## config.mk

```make
export PLATFORM = sky130hd
export DESIGN_NAME = expiring_credit_pool_edf
export DESIGN_NICKNAME = d
export VERILOG_FILES = /design/src/hdl/ecp_pkg.sv /design/src/hdl/expiring_credit_pool_edf.sv /design/src/hdl/ecp_ram.sv /design/src/hdl/ecp_ctl.sv /design/src/hdl/ecp_dp.sv
export SDC_FILE = /design/constraint.sdc
export NUM_CORES = 2
export LEC_CHECK = 0
export CORE_MARGIN = 1
export CORE_UTILIZATION = 45
export DETAILED_ROUTE_END_ITERATION = 8
export DONT_BUFFER_PORTS = 1
export PLACE_DENSITY = 0.6
export SLEW_MARGIN = 20
export SYNTH_ARGS = -nofsm -noshare
export SYNTH_HDL_FRONTEND = slang
export SYNTH_SLANG_ARGS = --single-unit
```

## constraint.sdc

```tcl
create_clock -name clock -period 18.85 [get_ports clock]
set_input_delay 0.9425 -clock clock [delete_from_list [all_inputs] [get_ports clock]]
set_output_delay 0.9425 -clock clock [all_outputs]
set_load 0.01 [all_outputs]
```

## src/hdl/ecp_pkg.sv

```systemverilog
package ecp_pkg;

   localparam int EXP_W   = 32;
   localparam int REM_W   = 16;
   localparam int ENTRY_W = EXP_W + REM_W;

   typedef enum logic [3:0] {
      ST_IDLE,
      ST_UP_CHK,
      ST_UP_CMP,
      ST_EXP_RD,
      ST_EXP_CHK,
      ST_CONS,
      ST_POP,
      ST_POP_LD,
      ST_DN_CHK,
      ST_DN_RDR,
      ST_DN_CMP,
      ST_FIN_RD,
      ST_FIN_CHK
   } ctl_state_type;

   typedef enum logic [3:0] {
      OP_IDLE,
      OP_LOAD,
      OP_UP_CHK,
      OP_UP_CMP,
      OP_EXP_RD,
      OP_EXP_CHK,
      OP_CONS,
      OP_POP,
      OP_POP_LD,
      OP_DN_CHK,
      OP_DN_RDR,
      OP_DN_CMP,
      OP_FIN_RD,
      OP_FIN_CHK
   } dp_op_type;

   typedef struct packed {
      dp_op_type op;
   } dp_cmd_type;

   typedef struct packed {
      logic insert_ok;
      logic idx_zero;
      logic up_move;
      logic size_zero;
      logic size_one;
      logic expired;
      logic root_multi;
      logic left_in;
      logic dn_move;
      logic after_cons;
   } dp_stat_type;

endpackage

```

## src/hdl/expiring_credit_pool_edf.sv

```systemverilog
// Channel   | Ports                                             | Transfer
// ----------+---------------------------------------------------+--------------------------
// request   | start, busy, req_batch_count, req_batch_lifetime  | start high while busy low
// response  | rsp_valid, rsp_consumed, rsp_consumed_total,      | one cycle with rsp_valid
//           | rsp_pool_empty, rsp_insert_dropped                |
//
// Each tick runs through its steps in order: an arriving batch is inserted and
// sifted up toward the root, each expired batch is popped and its replacement
// sifted down, one credit is taken from the root batch if the pool is not empty
// (a batch drained by it is popped and sifted down too), and the result is read
// out. The time taken grows with every expired batch and every heap level, all
// through the single-read heap RAM.
// Synchronous reset empties the heap and clears the tick and total counters at
// once; no clearing pass. Results cannot be stalled: rsp_valid pulses for one
// cycle and busy is already low in that cycle.
module expiring_credit_pool_edf
   import ecp_pkg::*;
   #(parameter int HEAP_DEPTH = 64)
   (input  logic              clock,
    input  logic              reset,
    input  logic              start,
    output logic              busy,
    input  logic [REM_W-1:0]  req_batch_count,
    input  logic [REM_W-1:0]  req_batch_lifetime,
    output logic              rsp_valid,
    output logic              rsp_consumed,
    output logic [EXP_W-1:0]  rsp_consumed_total,
    output logic              rsp_pool_empty,
    output logic              rsp_insert_dropped);

   dp_cmd_type  cmd;
   dp_stat_type stat;

   // Sequence insert, expiry pops, consume and finish.
   ecp_ctl u_ctl (
      .clock (clock),
      .reset (reset),
      .start (start),
      .busy  (busy),
      .cmd   (cmd),
      .stat  (stat));

   // Hold heap, counters and result registers.
   ecp_dp #(.HEAP_DEPTH(HEAP_DEPTH)) u_dp (
      .clock              (clock),
      .reset              (reset),
      .cmd                (cmd),
      .stat               (stat),
      .batch_count        (req_batch_count),
      .batch_lifetime     (req_batch_lifetime),
      .rsp_valid          (rsp_valid),
      .rsp_consumed       (rsp_consumed),
      .rsp_consumed_total (rsp_consumed_total),
      .rsp_pool_empty     (rsp_pool_empty),
      .rsp_insert_dropped (rsp_insert_dropped));

endmodule

```

## src/hdl/ecp_ram.sv

```systemverilog
module ecp_ram
   #(parameter int WIDTH = 8,
     parameter int DEPTH = 16)
   (input  logic                     clock,
    input  logic                     wr_en,
    input  logic [$clog2(DEPTH)-1:0] wr_addr,
    input  logic [WIDTH-1:0]         wr_data,
    input  logic [$clog2(DEPTH)-1:0] rd_addr,
    output logic [WIDTH-1:0]         rd_data);

   logic [WIDTH-1:0] mem [DEPTH];

   always_ff @(posedge clock) begin
      if (wr_en) begin
         mem[wr_addr] <= wr_data;
      end
      rd_data <= mem[rd_addr];
   end

endmodule

```

## src/hdl/ecp_ctl.sv

```systemverilog
module ecp_ctl
   import ecp_pkg::*;
   (input  logic        clock,
    input  logic        reset,
    input  logic        start,
    output logic        busy,
    output dp_cmd_type  cmd,
    input  dp_stat_type stat);

   ctl_state_type state_ff, state_in;
   ctl_state_type after_pop;

   always_ff @(posedge clock) begin
      if (reset) begin
         state_ff <= ST_IDLE;
      end else begin
         state_ff <= state_in;
      end
   end

   always_comb begin
      state_in  = state_ff;
      cmd.op    = OP_IDLE;
      busy      = (state_ff != ST_IDLE);
      after_pop = stat.after_cons ? ST_FIN_RD : ST_EXP_RD;
      unique case (state_ff)
         ST_IDLE: begin
            if (start) begin
               cmd.op   = OP_LOAD;
               state_in = stat.insert_ok ? ST_UP_CHK : ST_EXP_RD;
            end
         end
         ST_UP_CHK: begin
            cmd.op   = OP_UP_CHK;
            state_in = stat.idx_zero ? ST_EXP_RD : ST_UP_CMP;
         end
         ST_UP_CMP: begin
            cmd.op   = OP_UP_CMP;
            state_in = stat.up_move ? ST_UP_CHK : ST_EXP_RD;
         end
         ST_EXP_RD: begin
            cmd.op   = OP_EXP_RD;
            state_in = stat.size_zero ? ST_CONS : ST_EXP_CHK;
         end
         ST_EXP_CHK: begin
            cmd.op   = OP_EXP_CHK;
            state_in = stat.expired ? ST_POP : ST_CONS;
         end
         ST_CONS: begin
            cmd.op = OP_CONS;
            if (stat.size_zero || stat.root_multi) begin
               state_in = ST_FIN_RD;
            end else begin
               state_in = ST_POP;
            end
         end
         ST_POP: begin
            cmd.op   = OP_POP;
            state_in = stat.size_one ? after_pop : ST_POP_LD;
         end
         ST_POP_LD: begin
            cmd.op   = OP_POP_LD;
            state_in = ST_DN_CHK;
         end
         ST_DN_CHK: begin
            cmd.op   = OP_DN_CHK;
            state_in = stat.left_in ? ST_DN_RDR : after_pop;
         end
         ST_DN_RDR: begin
            cmd.op   = OP_DN_RDR;
            state_in = ST_DN_CMP;
         end
         ST_DN_CMP: begin
            cmd.op   = OP_DN_CMP;
            state_in = stat.dn_move ? ST_DN_CHK : after_pop;
         end
         ST_FIN_RD: begin
            cmd.op   = OP_FIN_RD;
            state_in = ST_FIN_CHK;
         end
         ST_FIN_CHK: begin
            cmd.op   = OP_FIN_CHK;
            state_in = ST_IDLE;
         end
         default: begin
            state_in = ST_IDLE;
         end
      endcase
   end

endmodule

```

## src/hdl/ecp_dp.sv

```systemverilog
module ecp_dp
   import ecp_pkg::*;
   #(parameter int HEAP_DEPTH = 64)
   (input  logic              clock,
    input  logic              reset,
    input  dp_cmd_type        cmd,
    output dp_stat_type       stat,
    input  logic [REM_W-1:0]  batch_count,
    input  logic [REM_W-1:0]  batch_lifetime,
    output logic              rsp_valid,
    output logic              rsp_consumed,
    output logic [EXP_W-1:0]  rsp_consumed_total,
    output logic              rsp_pool_empty,
    output logic              rsp_insert_dropped);

   localparam int IW = $clog2(HEAP_DEPTH);
   localparam int SW = $clog2(HEAP_DEPTH + 1);
   localparam int CW = IW + 2;
   localparam logic [SW-1:0] FULL = SW'(HEAP_DEPTH);

   logic [SW-1:0]      size_ff, size_in;
   logic [EXP_W-1:0]   tick_ff, tick_in;
   logic [EXP_W-1:0]   total_ff, total_in;
   logic               valid_ff, valid_in;
   logic               consumed_ff, consumed_in;
   logic               empty_ff, empty_in;
   logic               dropped_ff, dropped_in;
   logic [IW-1:0]      idx_ff, idx_in;
   logic [IW-1:0]      par_ff, par_in;
   logic [ENTRY_W-1:0] val_ff, val_in;
   logic [ENTRY_W-1:0] root_ff, root_in;
   logic [ENTRY_W-1:0] cand_ff, cand_in;
   logic               has_r_ff, has_r_in;
   logic               reason_ff, reason_in;

   logic               we;
   logic [IW-1:0]      waddr, raddr;
   logic [ENTRY_W-1:0] wdata, rdata;

   logic [CW-1:0]      left_idx, right_idx;
   logic [IW-1:0]      parent;
   logic               pick_r;
   logic [ENTRY_W-1:0] child;
   logic [IW-1:0]      child_idx;

   ecp_ram #(.WIDTH(ENTRY_W), .DEPTH(HEAP_DEPTH)) u_heap (
      .clock   (clock),
      .wr_en   (we),
      .wr_addr (waddr),
      .wr_data (wdata),
      .rd_addr (raddr),
      .rd_data (rdata));

   always_ff @(posedge clock) begin
      if (reset) begin
         size_ff  <= '0;
         tick_ff  <= '0;
         total_ff <= '0;
         valid_ff <= 1'b0;
      end else begin
         size_ff  <= size_in;
         tick_ff  <= tick_in;
         total_ff <= total_in;
         valid_ff <= valid_in;
      end
      consumed_ff <= consumed_in;
      empty_ff    <= empty_in;
      dropped_ff  <= dropped_in;
      idx_ff      <= idx_in;
      par_ff      <= par_in;
      val_ff      <= val_in;
      root_ff     <= root_in;
      cand_ff     <= cand_in;
      has_r_ff    <= has_r_in;
      reason_ff   <= reason_in;
   end

   assign left_idx  = {1'b0, idx_ff, 1'b1};
   assign right_idx = left_idx + CW'(1);
   assign parent    = (idx_ff - IW'(1)) >> 1;
   assign pick_r    = has_r_ff && (rdata < cand_ff);
   assign child     = pick_r ? rdata : cand_ff;
   assign child_idx = pick_r ? right_idx[IW-1:0] : left_idx[IW-1:0];

   always_comb begin
      stat.insert_ok  = (batch_count != '0) && (size_ff != FULL);
      stat.idx_zero   = (idx_ff == '0);
      stat.up_move    = (val_ff < rdata);
      stat.size_zero  = (size_ff == '0);
      stat.size_one   = (size_ff == SW'(1));
      stat.expired    = (rdata[ENTRY_W-1:REM_W] <= tick_ff);
      stat.root_multi = (root_ff[REM_W-1:0] > REM_W'(1));
      stat.left_in    = (left_idx < CW'(size_ff));
      stat.dn_move    = (child < val_ff);
      stat.after_cons = reason_ff;
   end

   always_comb begin
      size_in     = size_ff;
      tick_in     = tick_ff;
      total_in    = total_ff;
      valid_in    = 1'b0;
      consumed_in = consumed_ff;
      empty_in    = empty_ff;
      dropped_in  = dropped_ff;
      idx_in      = idx_ff;
      par_in      = par_ff;
      val_in      = val_ff;
      root_in     = root_ff;
      cand_in     = cand_ff;
      has_r_in    = has_r_ff;
      reason_in   = reason_ff;
      we          = 1'b0;
      waddr       = idx_ff;
      wdata       = val_ff;
      raddr       = '0;
      unique case (cmd.op)
         OP_IDLE: begin
         end
         OP_LOAD: begin
            consumed_in = 1'b0;
            reason_in   = 1'b0;
            dropped_in  = (batch_count != '0) && (size_ff == FULL);
            if (stat.insert_ok) begin
               val_in  = {tick_ff + EXP_W'(batch_lifetime), batch_count};
               idx_in  = size_ff[IW-1:0];
               size_in = size_ff + SW'(1);
            end
         end
         OP_UP_CHK: begin
            if (idx_ff == '0) begin
               we    = 1'b1;
               waddr = '0;
            end else begin
               raddr  = parent;
               par_in = parent;
            end
         end
         OP_UP_CMP: begin
            we = 1'b1;
            if (stat.up_move) begin
               wdata  = rdata;
               idx_in = par_ff;
            end
         end
         OP_EXP_RD: begin
         end
         OP_EXP_CHK: begin
            root_in = rdata;
         end
         OP_CONS: begin
            reason_in = 1'b1;
            if (size_ff != '0) begin
               consumed_in = 1'b1;
               if (total_ff != '1) begin
                  total_in = total_ff + EXP_W'(1);
               end
               if (stat.root_multi) begin
                  we    = 1'b1;
                  waddr = '0;
                  wdata = {root_ff[ENTRY_W-1:REM_W], root_ff[REM_W-1:0] - REM_W'(1)};
               end
            end
         end
         OP_POP: begin
            size_in = size_ff - SW'(1);
            raddr   = size_in[IW-1:0];
         end
         OP_POP_LD: begin
            val_in = rdata;
            idx_in = '0;
         end
         OP_DN_CHK: begin
            if (stat.left_in) begin
               raddr = left_idx[IW-1:0];
            end else begin
               we = 1'b1;
            end
         end
         OP_DN_RDR: begin
            cand_in  = rdata;
            raddr    = right_idx[IW-1:0];
            has_r_in = (right_idx < CW'(size_ff));
         end
         OP_DN_CMP: begin
            we = 1'b1;
            if (stat.dn_move) begin
               wdata  = child;
               idx_in = child_idx;
            end
         end
         OP_FIN_RD: begin
            tick_in = tick_ff + EXP_W'(1);
         end
         OP_FIN_CHK: begin
            empty_in = (size_ff == '0) || (rdata[ENTRY_W-1:REM_W] <= tick_ff);
            valid_in = 1'b1;
         end
         default: begin
         end
      endcase
   end

   assign rsp_valid          = valid_ff;
   assign rsp_consumed       = consumed_ff;
   assign rsp_consumed_total = total_ff;
   assign rsp_pool_empty     = empty_ff;
   assign rsp_insert_dropped = dropped_ff;

endmodule

```

==> metrics.yaml <==
clock_network:
  post_cts_resized: 0
  cts_tree: "built"
  cts_buffers: 349
  hold_buffers: 0
  cts_max_level: 5
  clkSlewWorstSetupHoldPaths_ns: 0.06
  cts_buffer_depth: 4
  clock-sinks: 3356
  cts_root_buf: "clkbuf_16"
  clock_latency_ns: 0.93
  cts_setup_buffers: 0
synth:
  yosysSeqAreaShare: 0.716
  synth_area_um2: 139000
  synth_top_family_by_area: "simple AND/OR/NAND/NOR gates"
  synthTopCellsByArea: "edfxtp_1 70%, nand2_1 7.6%, nand3_1 2.8%"
  ys_types: 77
  syn_avg_cell_area_um2: 12.9
  ys_async_sr_fraction: 0
  ys.flop_type: "edfxtp_1"
  synthSimpleGateAreaFrac: 0.136
  synth_fa_ha_area_frac: 0.0191
  synth_mux_area_frac: 0.0142
  synth-xor-area-share: 0.00775
  yosys.area.top_type: "edfxtp_1"
  synth_top_area_frac: 0.699
  synth_compound_area_frac: 0.0780
  synth_nets: 11000
  ys_warn_count: 0
  ys_ff_latch: 3356
  syn_inst: 10800
  synth_edf_count: 3232
setup_path:
  max_stage_delay_ns: 0.82
  start_kind: "flop"
  crit_fanout: 162
  crit_slowest_cell: "dfxtp_1"
  path_cells: "nand4bb_1, nor2_1, a221o_2, buf_4, buf_4, a21o_4, buf_12, buf_4, buf_4, a211oi_1, a311oi_1, a31oi_1, o21ai_0, o21ai_0, nand4_1"
  cp.required_ns: 19.61
  worstSetupPathType: "reg2reg"
  worstPathArrival_ns: 8.19
  crit_path_end_kind: "flop"
  cpMostUsedCell: "buf_4"
placed_design:
  place_inst: 14500
  post-place-ws_ns: 11.41
  detailed_place_hpwl_um: 256000
  place.gp.congestion: 0.922
  io_buffers: 0
sta:
  tightest_slew_ns: 1.22
  setup_slack_ns: 11.42
  grt_setup_unrepaired: "no"
  slew-limit-headroom: 0.190
  max_freq_mhz: 135
  setup_violations: 0
  fin_crit_sh: 0.394
  hold_violations: 0
  setup-tns-final_ns: 0
  finClkSkew_ns: 0.0988
  maxSlewViolCount: 0
  finalCriticalPeriod_ns: 7.43
die:
  boundaryPins: 72
  row_count: 203
  die_height_um: 558
  dieArea_um2: 311000
  start_util: 0.453
  fp.coreArea_um2: 307000
  die-width_um: 558
global_routing:
  grt_pass1_wl_um: 655000
  grt_max_degree: 163
  grt.total_usage: 0.296
  gr-total-overflow: 0
  antenna_found_initial: 25
  first_global_vias: 86900
drt:
  drtIter0Drc: 13900
  ant_nets: 0
  vias: 94400
  wirelength_um: 469000
  first_pass_iters: 7
  wl_per_cell_um: 31.1
  drc_errors: 0
  via_per_inst: 6.26
finish:
  nFillCells: 25600
  syn_to_final_growth_pct: 12.2
  layout.nets: 11000
  layout-drive-gt1-share: 0.0834
  final_cells: 15100
flow_run:
  cap_violations: 0
power_and_ir_drop:
  power_density_nw_per_um2: 123
  ir_worst_vdd_mv: 0.0952
  power.total_mw: 19.1
  power_leakage_nw: 53.3
outcome:
  outcome: "finished clean"
worst_hold_path:
  hold_path_class: "in2reg"
[through the flow]
step	utilization	instance area (um^2)	hold WS (ns)
after floorplan	-	139000	0.497
after global placement	0.472	145000	0.529
after detailed placement	0.472	145000	0.535
after CTS	0.508	156000	0.0325
after global routing	0.508	156000	0.0499
final	0.508	156000	0.0873
[layer usage]
metal	vias to the layer above	routed length (um)	track usage
li1	40000	-	-
met1	47600	186000	0.421
met2	5863	208000	0.447
met3	885	56600	0.0648
met4	6	18200	0.104
met5	-	36	0
[state kept, by name, indices dropped and copies added (netlist names), 5 cells and up]
register	count
u_dp.val_ff	48
u_dp.cand_ff	48
u_dp.par_ff	5
u_dp.idx_ff	6
u_dp.u_heap.mem	3072
u_dp.size_ff	7
u_dp.tick_ff	32
u_dp.u_heap.rd_data	48
u_dp.root_ff	48
u_dp.rsp_consumed_total	32
[cells by family (layout without fill, tap and decap cells)]
group / Yosys count / in the layout
and+or+nand+nor: 4392 / 4392
DFF: 3356 / 3356
AOI/OAI and AO/OA: 1531 / 1531
buffers and inverters: 940 / 1159
adders and majority gates: 212 / 212
muxes: 197 / 197
xor gates and xnor gates: 123 / 123
other: 0 / 10
[final cells by class]
| cell class | instances | area [um^2] | share of cell area |
|---|---|---|---|
| timing repair buffer | 287 | 2420 | 0.0155 |
| tap | 4100 | 5130 | 0.0329 |
| clock buffer | 454 | 9390 | 0.0603 |
| multi-input combinational | 6455 | 36800 | 0.236 |
| clock inverter | 163 | 1590 | 0.0102 |
| sequential | 3356 | 99500 | 0.639 |
| antenna | 10 | 25.0 | 0.000161 |
| inverter | 255 | 957 | 0.00614 |
[cells in the mapped netlist, drive strengths merged (10+ instances only)]
library cell,n
a22oi,36
nand2b,21
nand4,196
dfxtp,124
a221oi,22
a21oi,185
nor2b,19
edfxtp,3232
o211ai,51
a221o,10
inv,255
o21ai,333
clkbuf,379
buf,306
o21a,11
nand3,773
and3,213
a32o,46
or3,52
nor2,220
a211oi,111
a21o,28
a32oi,138
mux2i,196
a31oi,188
nand2,2808
ha,211
a311oi,239
o32a,46
a2bb2oi,11
nor3,34
xor2,36
o31a,36
xnor2,87
nor4,24
[path summary, 6_finish.rpt]
kind / slack (ns) / end / from / cells past startpoint
worst max-delay path: 11.42 / u_dp.u_heap.rd_data[20] / u_ctl.state_ff[1] / 15
worst min register to register: 0.54 / u_dp.root_ff[7] / u_dp.u_heap.rd_data[7] / 0
worst min-delay path: 0.09 / u_dp.rsp_consumed_total[16] / reset / 1
worst max register to register: 11.42 / u_dp.u_heap.rd_data[20] / u_ctl.state_ff[1] / 15
[worst max-delay path: cells and delay by family, from the launching register on]
family / cells / cell delay (ns)
flip-flops: 1 / 0.82
AND/OR/NAND/NOR: 3 / 1.08
buffers and inverters: 5 / 3.14
AO/OA/AOI/OAI: 7 / 1.83
[cells in the final DEF (no fill, tap or decap), types with 196 or more instances in the layout]
cell / instances
a311oi_1: 239
and3_1: 212
buf_4: 265
clkbuf_16: 354
edfxtp_1: 3232
ha_1: 211
inv_1: 254
mux2i_1: 196
nand2_1: 2806
nand3_1: 768
nand4_1: 196
o21ai_0: 276
[power breakdown]
part | leakage (nW) | total (mW) | internal (mW) | switching [mW]
registers | 30.2 | 8.82 | 8.63 | 0.192
clock network | 5.37 | 6.76 | 3.88 | 2.88
logic | 17.8 | 3.52 | 0.942 | 2.58
total | 53.3 | 19.1 | 13.5 | 5.65
Power figures use the tool's default switching activity.
